## src/rtl/core/rle_sprite_pixel_alpha_lookup_defines.svh

```systemverilog
// Assertion macros shared by the sprite alpha lookup RTL.
`ifndef RLE_SPRITE_PIXEL_ALPHA_LOOKUP_DEFINES_SVH
`define RLE_SPRITE_PIXEL_ALPHA_LOOKUP_DEFINES_SVH

// Same-cycle implication, sampled on clk and disabled during reset.
`define RSAL_ASSERT_NOW(label, ante, cons) \
  label: assert property (@(posedge clk) disable iff (rst) (ante) |-> (cons)) \
    else $error("rsal: same-cycle check failed");

// Next-cycle implication, sampled on clk and disabled during reset.
`define RSAL_ASSERT_NEXT(label, ante, cons) \
  label: assert property (@(posedge clk) disable iff (rst) (ante) |=> (cons)) \
    else $error("rsal: next-cycle check failed");

`endif

```

## src/rtl/core/rsal_pkg.sv

```systemverilog
// Shared types and constants for the sprite alpha lookup block.
package rsal_pkg;

  // Field widths of the stream beats.
  localparam int unsigned CoordW = 16;
  localparam int unsigned ByteW  = 8;
  localparam int unsigned InDataW  = 2 * CoordW + ByteW;
  localparam int unsigned OutDataW = ByteW;

  // Configuration port.
  localparam int unsigned AddrW = 4;
  localparam int unsigned ApbDataW = 32;

  // Register index, taken from paddr[3:2].
  typedef enum logic [1:0] {
    REG_FRAME_WIDTH    = 2'd0,
    REG_FRAME_HEIGHT   = 2'd1,
    REG_FRAME_OFFSET_X = 2'd2,
    REG_FRAME_OFFSET_Y = 2'd3
  } reg_idx_t;

  // Beat kind carried on the input tuser bit.
  typedef enum logic {
    MODE_START = 1'b0,
    MODE_BYTE  = 1'b1
  } mode_t;

endpackage

```

## src/rtl/core/rle_sprite_pixel_alpha_lookup.sv

```systemverilog
// Pixel alpha lookup over a run-length coded sprite frame stream.
//
// Usage: program frame_width, frame_height and the signed offsets over the APB
// port (byte addresses 0, 4, 8, 12) while the block is idle. On the input
// stream, a beat with tuser 0 is a start that carries the query point; a beat
// with tuser 1 carries one byte of the coded frame. The output stream returns
// one beat per query: tdata holds the alpha, tuser says whether the point lay
// inside the frame. A point outside answers right after its start beat;
// otherwise the answer follows the alpha byte of the run covering the pixel,
// and later bytes are dropped until the next start.
// Timing: one input beat per cycle while the output register is free (see Stall).
// Each beat is decoded by the counters and compares between the input side and a
// single output register, so a result appears in the cycle after the beat that causes it.
// Stall: while a result waits in the output register and m_tready is low,
// s_tready is low too; the input side moves as soon as the register drains.
// Reset: rst clears the configuration registers, the walk state (no query
// pending) and the output valid flag.
module rle_sprite_pixel_alpha_lookup (
  input  logic                           clk,
  input  logic                           rst,
  // Input stream.
  input  logic                           s_tvalid,
  output logic                           s_tready,
  input  logic [rsal_pkg::InDataW-1:0]   s_tdata,  // query_x, query_y, data_byte
  input  logic                           s_tuser,  // mode
  // Result stream.
  output logic                           m_tvalid,
  input  logic                           m_tready,
  output logic [rsal_pkg::OutDataW-1:0]  m_tdata,  // alpha
  output logic                           m_tuser,  // inside_res
  // Configuration port.
  input  logic                           psel,
  input  logic                           penable,
  input  logic                           pwrite,
  input  logic [rsal_pkg::AddrW-1:0]     paddr,
  input  logic [rsal_pkg::ApbDataW-1:0]  pwdata,
  output logic [rsal_pkg::ApbDataW-1:0]  prdata,
  output logic                           pready
);
  import rsal_pkg::*;

  `include "rle_sprite_pixel_alpha_lookup_defines.svh"

  typedef enum logic [1:0] {
    PH_IDLE,
    PH_COUNT,
    PH_ALPHA,
    PH_SKIP
  } phase_t;

  // Configuration registers.
  logic [CoordW-1:0] frame_width;
  logic [CoordW-1:0] frame_height;
  logic [CoordW-1:0] frame_offset_x;
  logic [CoordW-1:0] frame_offset_y;

  // Walk state.
  phase_t            phase, phase_next;
  logic [CoordW-1:0] lines_left, lines_left_next;
  logic [CoordW+1:0] pixels_left, pixels_left_next;
  logic [ByteW-1:0]  run_length, run_length_next;
  logic [ByteW-1:0]  skip_left, skip_left_next;
  logic              on_target_line, on_target_line_next;
  logic [CoordW:0]   target_col, target_col_next;

  // Result staging.
  logic              emit;
  logic [ByteW-1:0]  emit_alpha;
  logic              emit_inside;

  logic              s_accept;
  logic              cfg_write;
  reg_idx_t          reg_idx;

  logic [CoordW-1:0] query_x, query_y;
  logic [ByteW-1:0]  data_byte;
  logic [CoordW:0]   pos_x, pos_y;
  logic              point_inside;
  logic              run_ends;
  logic [CoordW-1:0] lines_dec;

  assign query_x   = s_tdata[CoordW-1:0];
  assign query_y   = s_tdata[2*CoordW-1:CoordW];
  assign data_byte = s_tdata[InDataW-1:2*CoordW];

  // The input moves whenever the output register is empty or draining.
  assign s_tready = !m_tvalid || m_tready;
  assign s_accept = s_tvalid && s_tready;

  // APB access, always ready.
  assign pready    = 1'b1;
  assign cfg_write = psel && penable && pwrite && pready;
  assign reg_idx   = reg_idx_t'(paddr[AddrW-1:2]);

  always_comb begin
    unique case (reg_idx)
      REG_FRAME_WIDTH:    prdata = {{(ApbDataW-CoordW){1'b0}}, frame_width};
      REG_FRAME_HEIGHT:   prdata = {{(ApbDataW-CoordW){1'b0}}, frame_height};
      REG_FRAME_OFFSET_X: prdata = {{(ApbDataW-CoordW){1'b0}}, frame_offset_x};
      REG_FRAME_OFFSET_Y: prdata = {{(ApbDataW-CoordW){1'b0}}, frame_offset_y};
      default:            prdata = '0;
    endcase
  end

  // Query point relative to the frame, 17-bit signed.
  assign pos_x = {query_x[CoordW-1], query_x} - {frame_offset_x[CoordW-1], frame_offset_x};
  assign pos_y = {query_y[CoordW-1], query_y} - {frame_offset_y[CoordW-1], frame_offset_y};
  assign point_inside = !pos_x[CoordW] && (pos_x[CoordW-1:0] < frame_width) &&
                        !pos_y[CoordW] && (pos_y[CoordW-1:0] < frame_height);

  assign run_ends  = {{(CoordW+2-ByteW){1'b0}}, run_length} >= pixels_left;
  assign lines_dec = lines_left - 1'b1;

  // Per-beat decode of the walk.
  always_comb begin
    phase_next          = phase;
    lines_left_next     = lines_left;
    pixels_left_next    = pixels_left;
    run_length_next     = run_length;
    skip_left_next      = skip_left;
    on_target_line_next = on_target_line;
    target_col_next     = target_col;
    emit                = 1'b0;
    emit_alpha          = '0;
    emit_inside         = 1'b0;

    if (mode_t'(s_tuser) == MODE_START) begin
      if (!point_inside) begin
        phase_next = PH_IDLE;
        emit       = 1'b1;
      end else begin
        target_col_next     = {1'b0, pos_x[CoordW-1:0]} + 1'b1;
        lines_left_next     = pos_y[CoordW-1:0];
        on_target_line_next = (pos_y[CoordW-1:0] == '0);
        pixels_left_next    = (pos_y[CoordW-1:0] == '0)
                              ? {1'b0, target_col_next}
                              : {2'b00, frame_width};
        run_length_next     = '0;
        skip_left_next      = '0;
        phase_next          = PH_COUNT;
      end
    end else begin
      unique case (phase)
        PH_IDLE: begin
          // Stray bytes are ignored.
        end
        PH_COUNT: begin
          run_length_next = data_byte;
          phase_next      = PH_ALPHA;
        end
        PH_ALPHA: begin
          if (run_ends && on_target_line) begin
            phase_next  = PH_IDLE;
            emit        = 1'b1;
            emit_alpha  = data_byte;
            emit_inside = 1'b1;
          end else begin
            if (run_ends) begin
              // The run closes this line; the excess is not carried over.
              lines_left_next = lines_dec;
              if (lines_dec == '0) begin
                on_target_line_next = 1'b1;
                pixels_left_next    = {1'b0, target_col};
              end else begin
                pixels_left_next = {2'b00, frame_width};
              end
            end else begin
              pixels_left_next = pixels_left - {{(CoordW+2-ByteW){1'b0}}, run_length};
            end
            // Opaque runs are followed by their pixel bytes.
            if (data_byte != '0 && run_length != '0) begin
              skip_left_next = run_length;
              phase_next     = PH_SKIP;
            end else begin
              phase_next = PH_COUNT;
            end
          end
        end
        PH_SKIP: begin
          skip_left_next = skip_left - 1'b1;
          if (skip_left_next == '0) begin
            phase_next = PH_COUNT;
          end
        end
        default: phase_next = PH_IDLE;
      endcase
    end
  end

  // Configuration registers.
  always_ff @(posedge clk) begin
    if (rst) begin
      frame_width    <= '0;
      frame_height   <= '0;
      frame_offset_x <= '0;
      frame_offset_y <= '0;
    end else if (cfg_write) begin
      unique case (reg_idx)
        REG_FRAME_WIDTH:    frame_width    <= pwdata[CoordW-1:0];
        REG_FRAME_HEIGHT:   frame_height   <= pwdata[CoordW-1:0];
        REG_FRAME_OFFSET_X: frame_offset_x <= pwdata[CoordW-1:0];
        REG_FRAME_OFFSET_Y: frame_offset_y <= pwdata[CoordW-1:0];
        default: ;
      endcase
    end
  end

  // Walk state, advanced once per accepted beat.
  always_ff @(posedge clk) begin
    if (rst) begin
      phase          <= PH_IDLE;
      lines_left     <= '0;
      pixels_left    <= '0;
      run_length     <= '0;
      skip_left      <= '0;
      on_target_line <= 1'b0;
      target_col     <= '0;
    end else if (s_accept) begin
      phase          <= phase_next;
      lines_left     <= lines_left_next;
      pixels_left    <= pixels_left_next;
      run_length     <= run_length_next;
      skip_left      <= skip_left_next;
      on_target_line <= on_target_line_next;
      target_col     <= target_col_next;
    end
  end

  // Output register.
  always_ff @(posedge clk) begin
    if (rst) begin
      m_tvalid <= 1'b0;
    end else if (s_tready) begin
      m_tvalid <= s_accept && emit;
    end
  end

  always_ff @(posedge clk) begin
    if (s_accept && emit) begin
      m_tdata <= emit_alpha;
      m_tuser <= emit_inside;
    end
  end

  // A point outside the frame always reports alpha zero.
  `RSAL_ASSERT_NOW(a_outside_zero, m_tvalid && !m_tuser, m_tdata == '0)
  // An out-of-frame start answers on the next cycle.
  `RSAL_ASSERT_NEXT(a_outside_answers,
      s_accept && mode_t'(s_tuser) == MODE_START && !point_inside,
      m_tvalid && !m_tuser)
  // Emitting an inside result ends the query.
  `RSAL_ASSERT_NEXT(a_emit_idles, s_accept && emit && emit_inside, phase == PH_IDLE)
  // Skipping pixel bytes always has a nonzero count left.
  `RSAL_ASSERT_NOW(a_skip_nonzero, phase == PH_SKIP, skip_left != '0)

endmodule
```

## config.mk

```make
export PLATFORM = sky130hd
export DESIGN_NAME = rle_sprite_pixel_alpha_lookup
export DESIGN_NICKNAME = d
export VERILOG_FILES = /design/src/rtl/core/rsal_pkg.sv /design/src/rtl/core/rle_sprite_pixel_alpha_lookup.sv
export VERILOG_INCLUDE_DIRS = /design/src /design/src/rtl/core
export SDC_FILE = /design/constraint.sdc
export NUM_CORES = 1
export LEC_CHECK = 0
export ABC_CLOCK_PERIOD_IN_PS = 4900
export CAP_MARGIN = 10
export CORE_AREA = 5 5 135 150
export DETAILED_ROUTE_END_ITERATION = 10
export DIE_AREA = 0 0 140 155
export DONT_BUFFER_PORTS = 1
export PLACE_DENSITY = 0.77
export SLEW_MARGIN = 40
export SYNTH_ARGS = -nofsm -noshare
export SYNTH_HDL_FRONTEND = slang
export SYNTH_SLANG_ARGS = --single-unit
```

## constraint.sdc

```tcl
create_clock -name clk -period 4.9 [get_ports clk]
set_input_delay 0.49 -clock clk [delete_from_list [all_inputs] [get_ports clk]]
set_output_delay 0.49 -clock clk [all_outputs]
set_load 0.01 [all_outputs]
```

==> results.py, run 1 <==
metrics = {
    "synth": {
        "synth-simple-area-share_pct": 23.9,
        "synth_area_per_cell_um2": 7.62,
        "yosys.cell_types.count": 76,
        "synth_area_mm2": 0.0108,
        "ys_seq_area_share_pct": 27.6,
        "syn_inst": 1414,
        "synth_compound_area_share_pct": 21.4,
        "synth_top_family_by_area": "simple AND/OR/NAND/NOR gates",
        "ys_ff_latch": 144,
        "yosysWarningCount": 0,
        "synth_xor_area_share_pct": 4.07,
        "synth_enable_flop_cells": 9,
        "muxShareOfSynthArea_pct": 5.41,
        "ys_async_sr_fraction_pct": 0,
        "synthFlopType": "dfxtp_1",
        "synthAdderAreaFrac_pct": 9.62,
    },
    "timing": {
        "finalSetupViolCount": 0,
        "clock_skew_ns": 0.00801,
        "setup_tns_ns": 0,
        "worstMarginPinSlew_ns": 0.780,
        "fin_ws_ns": 0.232,
        "min_period_over_period_pct": 95.3,
        "fin_crit_ns": 4.67,
        "max_slew_margin_pct": 47.5,
        "fmax_mhz": 214,
        "fin_hold_ws_ns": 0.136,
        "finalHoldViolations": 0,
        "slew_violations": 0,
        "rsz0062_at_grt": "false",
    },
    "global_route": {
        "antenna_found_initial": 0,
        "grt_usage_pct": 27.7,
        "grt_pass1_wl_um": 48700,
        "grt_pass1_vias": 9527,
        "grt.overflow.total": 0,
        "grt_max_degree": 125,
    },
    "final_layout": {
        "nets": 1555,
        "fin_area_mm2": 0.0116,
        "drive_above_1_share_pct": 7.91,
        "final_cells": 1650,
        "syn_to_final_growth_pct": 7.89,
        "finish.utilization_pct": 62.1,
        "antenna_cells": 0,
    },
    "drt": {
        "final_antenna_net_count": 0,
        "drc": 0,
        "drt-initial-drc-count": 808,
        "viasPerCell": 6.25,
        "first_pass_iters": 5,
        "totalWireLength_um": 31400,
        "vias": 10300,
        "avgRoutedWirePerCell_um": 19.0,
    },
    "power_and_ir_drop": {
        "finalPower_mw": 3.28,
        "power.internal_mw": 2.31,
        "switching_share_pct": 29.5,
        "vdd_drop_max_uv": 264,
        "switchingPower_uw": 968,
        "power_frac_comb_pct": 20.0,
        "p_per_area_mw_per_mm2": 282,
        "pwr-share-seq_pct": 37.6,
        "clkPwrFrac_pct": 42.5,
        "p_leak_nw": 4.31,
    },
    "floorplanning": {
        "core_mm2": 0.0187,
        "rows": 53,
        "ios": 128,
        "die-area_mm2": 0.0217,
        "initial_core_util_pct": 57.6,
        "die_w_um": 140,
        "die_h_um": 155,
    },
    "placed_design": {
        "dp.cells": 1616,
        "place_ws_ns": -0.0838,
        "placed_cell_area_mm2": 0.0109,
        "portBuffers": 0,
        "gp_congestion": 0.938,
        "place.detailed.hpwl_um": 23400,
    },
    "worst_setup_path": {
        "arrival_ns": 4.99,
        "cp_top_family": "compound AO/OA/AOI/OAI gates",
        "cp_num_buf_inv": 5,
        "r2r-end": "lines_left[1]",
        "critPathMaxStageDelay_ns": 0.49,
        "worstPathMaxFanout": 10,
        "r2r_slack_ns": 0.23,
        "crit_path_top_delay_cell": "a2111oi_1",
        "crit_chain": "ha_1 > inv_1 > fa_1 > a211oi_2 > buf_4 > nor4b_1 > or3_1 > nand3_1 > inv_1 > ha_1 > a21oi_1 > nand2_1 > a2111oi_1 > buf_4 > o211ai_1 > or3b_4 > a21oi_4 > buf_4 > mux2i_1 > nor2_1",
        "worstPathRequired_ns": 5.22,
        "crit_path_start_kind": "flop",
        "ff2ff_path_depth": 20,
        "critPathLaunch": "frame_offset_x[0]",
        "worstReg2RegStart": "frame_offset_x[0]",
        "crit_top_cell": "buf_4",
        "crit_type": "reg2reg",
        "worst_setup_path_end_kind": "flop",
    },
    "clock_network": {
        "clock_path_buffers": 2,
        "cts_buffers": 17,
        "clk_pin_slew_ns": 0.07,
        "cts_tree": "done",
        "ctsRootBufferMaster": "clkbuf_16",
        "clk-insertion-delay-late_ns": 0.43,
        "htree_levels": 4,
        "cts_num_sinks": 144,
    },
    "worst_hold_path": {
        "whs_path_depth": 1,
        "holdCritPathClass": "in2reg",
        "min_to": "run_length[3]",
        "min_from": "rst",
    },
    "flow_run": {
        "max_cap_viol_count": 0,
    },
    "outcome": {
        "outcome": "completed",
    },
}
==> cell usage in the layout (no fill, tap or decap), types with 20 or more instances in the layout <==
| master | count |
|---|---|
| nand4_1 | 23 |
| nand2_1 | 230 |
| dfxtp_1 | 135 |
| inv_1 | 100 |
| o21ai_0 | 46 |
| a211oi_1 | 30 |
| nor2_1 | 103 |
| nor3_1 | 36 |
| and2_1 | 21 |
| ha_1 | 78 |
| nand3_1 | 26 |
| buf_4 | 36 |
| xnor2_1 | 29 |
| mux2i_1 | 20 |
| xor2_1 | 21 |
| a21oi_1 | 134 |
==> worst reg2reg max path, delay by kind of cell (launching register included) <==
family	cells	cell delay (ns)
AOI/OAI and AO/OA	5	1.22
and+or+nand+nor	6	1.13
adders and majority gates	3	0.90
buffers and inverters	5	0.75
DFF	1	0.38
muxes	1	0.20
==> routing by layer <==
layer / global-route usage (%) / up-vias / wire [µm]
met5: 0 / - / 0
met4: 12.7 / 0 / 1470
met3: 7.35 / 96 / 2710
met2: 47.4 / 436 / 15000
met1: 32.4 / 4812 / 12200
li1: - / 4967 / -
==> repair_timing <==
item / CTS / global route
gates resized for setup: 0 / 12
hold buffers: 0 / 0
setup buffers: 0 / 1
setup endpoints to repair: 0 / 49
==> layout make-up <==
type | instances | area (µm²)
Clock inverter | 13 | 174
Clock buffer | 19 | 454
Timing Repair Buffer | 37 | 282
Multi-Input combinational cell | 1090 | 7050
Fill cell | 1680 | 7080
Inverter | 100 | 375
Tap cell | 247 | 309
Sequential cell | 144 | 2970
==> flip-flops by register name, summed over array words and instances, names as in the netlist, 2 cells and up <==
| register | cells |
|---|---|
| pixels_left | 18 |
| target_col | 17 |
| frame_height | 16 |
| frame_offset_x | 16 |
| frame_offset_y | 16 |
| frame_width | 16 |
| lines_left | 16 |
| m_tdata | 8 |
| run_length | 8 |
| skip_left | 8 |
| phase | 2 |
==> how the worst max path moves through the flow <==
| stage | to | slack [ns] | depth (start not counted) |
|---|---|---|---|
| floorplan | lines_left[1] | 0.05 | 21 |
| global placement | lines_left[12] | 0.05 | 21 |
| detailed placement | lines_left[13] | -0.08 | 21 |
| CTS | lines_left[13] | 0.03 | 20 |
| global route | skip_left[5] | 0.003 | 21 |
| finish | lines_left[1] | 0.23 | 20 |
==> power groups by stage <==
stage / clock (mW) / combinational, mW / sequential (mW)
after floorplan: 0 / 0.513 / 1.25
after global placement: 0 / 0.618 / 1.26
after detailed placement: 0 / 0.634 / 1.26
after CTS: 1.40 / 0.639 / 1.23
after global routing: 1.45 / 0.718 / 1.23
final: 1.39 / 0.654 / 1.23
==> synthesized netlist by cell type, types with 20 or more instances <==
cell type	n	area (µm²)
a211oi_1	32	240
a21oi_1	136	681
and2_1	21	131
clkbuf_1	55	206
dfxtp_1	135	2700
ha_1	78	976
inv_1	100	375
mux2i_1	20	200
nand2_1	231	867
nand3_1	26	130
nand4_1	23	144
nor2_1	103	387
nor3_1	36	180
o21ai_0	46	230
xnor2_1	29	254
xor2_1	21	184
==> cell families (layout without fill, tap and decap cells) <==
family,Yosys count,after routing
XOR/XNOR,50,50
AO/OA/AOI/OAI,359,359
AND/OR/NAND/NOR,545,545
flip-flops,144,144
other,2,17
buffers and inverters,195,169
multiplexers,38,38
adder cells (fa/ha/maj),81,81
Power figures use the tool's default switching activity.
==> run 2: changes to the inputs <==
--- a/config.mk
+++ b/config.mk
@@ -13,6 +13,7 @@
 export DIE_AREA = 0 0 140 155
 export DONT_BUFFER_PORTS = 1
 export PLACE_DENSITY = 0.77
+export SETUP_SLACK_MARGIN = 0.5
 export SLEW_MARGIN = 40
 export SYNTH_ARGS = -nofsm -noshare
 export SYNTH_HDL_FRONTEND = slang
==> run 2 against run 1 <==
Effect of this change:
- count of clock-buffer cells in the layout increased by 1
- sequential share of layout area decreased by 2.0 points
- global-route usage increased by 0.85 points
- cell count increased by 1.6%
==> results.py, run 2 (same netlist as run 1, synthesis figures left out) <==
metrics = {
    "outcome": {
        "outcome": "completed",
    },
    "global_route": {
        "grt.overflow.total": 0,
        "antenna_found_initial": 0,
        "grt_usage_pct": 28.6,
        "grt_pass1_vias": 9988,
        "grt_pass1_wl_um": 50500,
        "grt_max_degree": 125,
    },
    "clock_network": {
        "clock_path_buffers": 2,
        "htree_levels": 4,
        "hold_buffers": 0,
        "cts_num_sinks": 144,
        "cts_tree": "done",
        "clk_pin_slew_ns": 0.06,
        "ctsRootBufferMaster": "clkbuf_16",
        "clk-insertion-delay-late_ns": 0.43,
        "cts_buffers": 17,
    },
    "final_layout": {
        "multi_input_area_mm2": 0.00775,
        "largest-register": "pixels_left",
        "final_common_cell": "nand2_1",
        "drive_above_1_share_pct": 18.2,
        "nets": 1581,
        "syn_to_final_growth_pct": 17.5,
        "fin_area_mm2": 0.0127,
        "largest_reg_flops": 18,
        "antenna_cells": 0,
        "ff_latch_area_mm2": 0.00299,
        "fillCellCount": 1508,
        "top_regs": "pixels_left x18, target_col x17",
        "final_cell_mix": "nand2_1, dfxtp_1, a21oi_1",
    },
    "placed_design": {
        "place_ws_ns": 0.00709,
        "place.detailed.hpwl_um": 23400,
        "gp_congestion": 0.922,
        "portBuffers": 0,
        "placed_cell_area_mm2": 0.0109,
    },
    "power_and_ir_drop": {
        "p_leak_nw": 4.62,
        "finalPower_mw": 3.33,
        "vdd_drop_max_uv": 256,
        "p_per_area_mw_per_mm2": 263,
    },
    "worst_setup_path": {
        "worstReg2RegStart": "frame_offset_x[1]",
        "arrival_ns": 4.84,
        "crit_path_start_kind": "flop",
        "worst_setup_path_end_kind": "flop",
        "worstPathMaxFanout": 7,
        "r2r-end": "pixels_left[8]",
        "crit_type": "reg2reg",
        "worstPathRequired_ns": 5.21,
        "critPathLaunch": "frame_offset_x[1]",
        "r2r_slack_ns": 0.38,
        "ff2ff_path_depth": 22,
    },
    "worst_hold_path": {
        "whs_path_depth": 1,
        "min_from": "rst",
        "min_to": "run_length[3]",
        "holdCritPathClass": "in2reg",
    },
    "timing": {
        "slew_violations": 0,
        "clock_skew_ns": 0.0106,
        "fin_hold_ws_ns": 0.135,
        "finalSetupViolCount": 0,
        "fmax_mhz": 221,
        "min_period_over_period_pct": 92.3,
        "max_slew_margin_pct": 47.2,
        "fin_ws_ns": 0.376,
        "worstMarginPinSlew_ns": 0.787,
        "fin_crit_ns": 4.52,
        "setup_tns_ns": 0,
        "rsz0062_at_grt": "true",
        "finalHoldViolations": 0,
    },
    "floorplanning": {
        "ios": 128,
        "core_mm2": 0.0187,
        "die_w_um": 140,
        "initial_core_util_pct": 57.6,
        "rows": 53,
        "die_h_um": 155,
        "die-area_mm2": 0.0217,
    },
    "drt": {
        "vias": 10800,
        "totalWireLength_um": 33600,
        "avgRoutedWirePerCell_um": 20.0,
        "viasPerCell": 6.44,
        "first_pass_iters": 8,
        "drt-initial-drc-count": 929,
        "drc": 0,
        "final_antenna_net_count": 0,
    },
    "flow_run": {
        "max_cap_viol_count": 0,
    },
}
## run 2: worst max path at each step
stage | to | slack (ns) | cells past startpoint
3_3_place_gp | lines_left[5] | 0.18 | 20
3_5_place_dp | skip_left[0] | 0.007 | 20
6_report | pixels_left[8] | 0.38 | 22
5_1_grt | pixels_left[8] | 0.16 | 21
2_1_floorplan | lines_left[1] | 0.52 | 21
4_1_cts | skip_left[0] | 0.48 | 19
## run 2: power breakdown
part	switching [mW]	internal, mW
sequential	0.0272	1.20
clock	0.528	0.779
combinational	0.457	0.332
total	1.01	2.32
## run 2: cell type report
type / instances / area share, %
clock inverters: 12 / 1.07
multi-input cells: 1090 / 61.3
repair buffers: 63 / 5.02
clock buffers: 20 / 3.61
well taps: 247 / 2.44
inverters: 100 / 2.97
flip-flops and latches: 144 / 23.6
## run 2: stage by stage
stage	util, %	instances
after floorplan	-	1429
after global placement	58.5	1610
after detailed placement	58.5	1610
after CTS	63.2	1653
after global routing	67.7	1676
final	67.7	1676
## run 2: worst max-delay path, cell delays in order (launching register included)
cell	delay [ns]
dfxtp_1	0.39
inv_1	0.10
fa_2	0.40
a211oi_4	0.29
buf_6	0.14
nor4b_4	0.05
nor3_2	0.14
xor2_1	0.27
inv_1	0.12
ha_1	0.30
nand4_1	0.14
a211oi_2	0.30
a2111oi_4	0.10
buf_4	0.15
o211ai_1	0.37
buf_4	0.19
buf_6	0.09
nor3b_4	0.04
buf_6	0.19
o21ai_4	0.17
buf_6	0.18
nor2_4	0.04
a32o_1	0.25
## run 2: routing by layer
layer / part of all wire, % / track usage [%]
met5: 0 / 0
met4: 5.5 / 13.9
met3: 9.2 / 7.69
met2: 48 / 48.2
met1: 38 / 33.6
## run 2: repair_timing
item,4_1_cts,5_1_grt
resized for setup,44,149
setup endpoints to repair,74,78
buffers inserted,11,19
pin swaps,25,70
cloned,0,4
==> run 3: changes to the inputs <==
--- a/config.mk
+++ b/config.mk
@@ -6,13 +6,14 @@
 export SDC_FILE = /design/constraint.sdc
 export NUM_CORES = 1
 export LEC_CHECK = 0
-export ABC_CLOCK_PERIOD_IN_PS = 4900
+export ABC_AREA = 1
+export ABC_CLOCK_PERIOD_IN_PS = 4700
 export CAP_MARGIN = 10
-export CORE_AREA = 5 5 135 150
+export CORE_AREA = 5 5 138 153
 export DETAILED_ROUTE_END_ITERATION = 10
-export DIE_AREA = 0 0 140 155
+export DIE_AREA = 0 0 143 158
 export DONT_BUFFER_PORTS = 1
-export PLACE_DENSITY = 0.77
+export PLACE_DENSITY = 0.74
 export SETUP_SLACK_MARGIN = 0.5
 export SLEW_MARGIN = 40
 export SYNTH_ARGS = -nofsm -noshare
==> constraint.sdc (replaced) <==
create_clock -name clk -period 4.7 [get_ports clk]
set_input_delay 0.47 -clock clk [delete_from_list [all_inputs] [get_ports clk]]
set_output_delay 0.47 -clock clk [all_outputs]
set_load 0.01 [all_outputs]
==> run 3 against run 2 <==
Effect of this change:
- hold slack got worse by 0.030 ns
- register-to-register slack better by 0.48 ns
- area after synthesis grew 5.2%
- global-route usage up 0.087 points
- clock power grew 4%
- clock skew fell by 0.0032 ns
- via count up 3.6%
- flip-flop and latch count stayed put
- sequential power grew 8%
- power grew 17%
- first-iteration DRC count shrank 2.2%
- critical path type unchanged
- highest routed layer is now met5
==> results.py, run 3 <==
metrics = {
    "worst_setup_path": {
        "cp_num_buf_inv": 4,
        "worstPathRequired_ns": 5.06,
        "worst_setup_path_end_kind": "flop",
        "crit_path_top_delay_cell": "ha_1",
        "arrival_ns": 4.21,
        "cp_top_family": "simple AND/OR/NAND/NOR gates",
        "crit_chain": "inv_1 > ha_1 > nand2_1 > inv_1 > a21oi_1 > nand2_1 > nand3_1 > nand2_1 > xor2_2 > inv_2 > ha_1 > a21o_1 > nor3_1 > nand2_1 > nor2_1 > nand2_1 > nor2_4 > nand3_4 > nor2_1 > nand2_1 > inv_2 > nand3_1 > a21oi_1",
        "crit_path_start_kind": "flop",
        "crit_top_cell": "nand2_1",
        "crit_type": "reg2reg",
        "worstPathMaxFanout": 21,
        "critPathMaxStageDelay_ns": 0.38,
    },
    "synth": {
        "synth_top_family_by_area": "simple AND/OR/NAND/NOR gates",
        "synth_compound_area_share_pct": 19.4,
        "yosys.cell_types.count": 54,
        "synthFlopType": "dfxtp_1",
        "yosysWarningCount": 0,
        "ys_seq_area_share_pct": 26.2,
        "yosys-top-cells-count": "nand2_1, inv_1, o21ai_0, a21oi_1, nor2_1",
        "synth_area_mm2": 0.0113,
        "syn_inst": 1797,
        "synth-simple-area-share_pct": 30.6,
        "ys_async_sr_fraction_pct": 0,
        "synth_area_per_cell_um2": 6.30,
        "ys_top_cells_by_area": "dfxtp_1, nand2_1, ha_1, o21ai_0, inv_1",
        "muxShareOfSynthArea_pct": 0,
        "yosys.area.top_type": "dfxtp_1",
        "ys_ff_latch": 144,
        "synth_xor_area_share_pct": 2.15,
        "netlist.area_leader.share_pct": 23.9,
        "synth_enable_flop_cells": 9,
        "yosysMostFrequentCell": "nand2_1",
        "synthAdderAreaFrac_pct": 9.15,
    },
    "final_layout": {
        "syn_to_final_growth_pct": 6.04,
        "largest-register": "pixels_left",
        "top_regs": "pixels_left x18, target_col x17",
        "drive_above_1_share_pct": 8.47,
        "antenna_cells": 0,
        "final_common_cell": "nand2_1",
        "largest_reg_flops": 18,
        "final_cell_mix": "nand2_1, inv_1, o21ai_0",
        "nets": 1934,
    },
    "drt": {
        "totalWireLength_um": 31900,
        "drc": 0,
        "avgRoutedWirePerCell_um": 15.7,
        "vias": 11200,
        "viasPerCell": 5.50,
        "drt-initial-drc-count": 909,
        "first_pass_iters": 5,
        "final_antenna_net_count": 0,
    },
    "clock_network": {
        "clock_path_buffers": 2,
        "ctsRootBufferMaster": "clkbuf_16",
        "clk_pin_slew_ns": 0.07,
        "clk-insertion-delay-late_ns": 0.43,
        "cts_num_sinks": 144,
        "cts_tree": "done",
        "cts_buffers": 17,
        "htree_levels": 4,
    },
    "floorplanning": {
        "initial_core_util_pct": 58.0,
        "die_h_um": 158,
        "ios": 128,
        "core_mm2": 0.0195,
        "rows": 54,
        "die-area_mm2": 0.0226,
        "die_w_um": 143,
    },
    "power_and_ir_drop": {
        "pwr-share-seq_pct": 34.3,
        "p_per_area_mw_per_mm2": 324,
        "power.internal_mw": 2.48,
        "switchingPower_mw": 1.41,
        "p_leak_nw": 5.47,
        "clkPwrFrac_pct": 34.9,
        "power_frac_comb_pct": 30.8,
        "switching_share_pct": 36.2,
        "finalPower_mw": 3.89,
        "vdd_drop_max_uv": 318,
    },
    "global_route": {
        "grt_pass1_wl_um": 51900,
        "grt.overflow.total": 0,
        "grt_usage_pct": 28.6,
        "grt_max_degree": 70,
        "grt_pass1_vias": 10500,
        "antenna_found_initial": 1,
    },
    "placed_design": {
        "portBuffers": 0,
        "place.detailed.hpwl_um": 24700,
        "gp_congestion": 0.975,
    },
    "timing": {
        "fin_crit_ns": 3.85,
        "slew_violations": 0,
        "min_period_over_period_pct": 81.8,
        "rsz0062_at_grt": "false",
        "worstMarginPinSlew_ns": 0.806,
        "fmax_mhz": 260,
        "finalSetupViolCount": 0,
        "max_slew_margin_pct": 46.1,
        "setup_tns_ns": 0,
        "finalHoldViolations": 0,
        "clock_skew_ns": 0.00732,
    },
    "outcome": {
        "outcome": "completed",
    },
    "flow_run": {
        "max_cap_viol_count": 0,
    },
    "worst_hold_path": {
        "holdCritPathClass": "in2reg",
    },
}
-- run 3: cell count changes after synthesis, moves of 23 or more --
| cell | delta |
|---|---|
| nand2_1 | +207 |
| inv_1 | +140 |
| o21ai_0 | +140 |
| nand3_1 | +69 |
| nor2_1 | +45 |
| a21oi_1 | +39 |
| a211oi_1 | -30 |
| nor3_1 | -29 |
| nand2_2 | +25 |
| inv_2 | +23 |
-- run 3: worst paths after layout --
path	startpoint	end	slack, ns	depth (start not counted)
worst max-delay path	frame_offset_x[6]	target_col[13]	0.85	23
worst min-delay path	rst	pixels_left[11]	0.11	1
worst max register to register	frame_offset_x[6]	target_col[13]	0.85	23
worst min register to register	target_col[3]	target_col[3]	0.45	2
-- run 3: logic make-up (layout without fill, tap and decap cells) --
group | Yosys count | in the layout
buf+inv | 338 | 308
xor+xnor | 27 | 27
simple gates | 788 | 788
other cells | 2 | 17
flops | 144 | 144
compound gates | 417 | 417
fa+ha+maj | 81 | 81
-- run 3: cell type report --
| type | instances | area, µm² |
|---|---|---|
| Sequential cell | 144 | 2970 |
| Multi-Input combinational cell | 1330 | 7040 |
| Clock buffer | 17 | 425 |
| Fill cell | 1877 | 7510 |
| Inverter | 265 | 1000 |
| Timing Repair Buffer | 11 | 95.1 |
| Clock inverter | 15 | 159 |
| Tap cell | 252 | 315 |
-- run 3: power groups by stage --
stage	combinational (mW)	clock (mW)	sequential, mW
finish	1.20	1.36	1.33
CTS	1.18	1.37	1.33
detailed placement	1.16	0	1.36
global placement	1.14	0	1.36
global route	1.37	1.43	1.34
floorplan	0.961	0	1.35
-- run 3: routing by layer --
metal  GRT usage (%)  share of wire, %  vias to the layer above
li1                -                 -                     5731
met1            35.5                42                     4999
met2            47.7                46                      390
met3            6.95               8.1                       72
met4            11.4               3.3                        2
met5            1.54             0.041                        -
-- run 3: per-stage QoR --
| stage | cells | setup slack, ns | instance area, µm² | util (%) | hold WS (ns) |
|---|---|---|---|---|---|
| after floorplan | 1812 | 1.19 | 11400 | - | 0.425 |
| after global placement | 1997 | 0.457 | 11300 | 58.1 | 0.434 |
| after detailed placement | 1997 | 0.438 | 11300 | 58.1 | 0.442 |
| after CTS | 2031 | 0.564 | 12000 | 61.2 | 0.0904 |
| after global routing | 2034 | 0.483 | 12000 | 61.5 | 0.0927 |
| final | 2034 | 0.854 | 12000 | 61.5 | 0.105 |
-- run 3: timing repair --
action / 4_1_cts / 5_1_grt
resized for setup: 0 / 9
setup buffers: 2 / 3
hold buffers: 0 / 0
hold endpoints to repair: 0 / 0
setup endpoints to repair: 2 / 75
pin swaps: 1 / 0
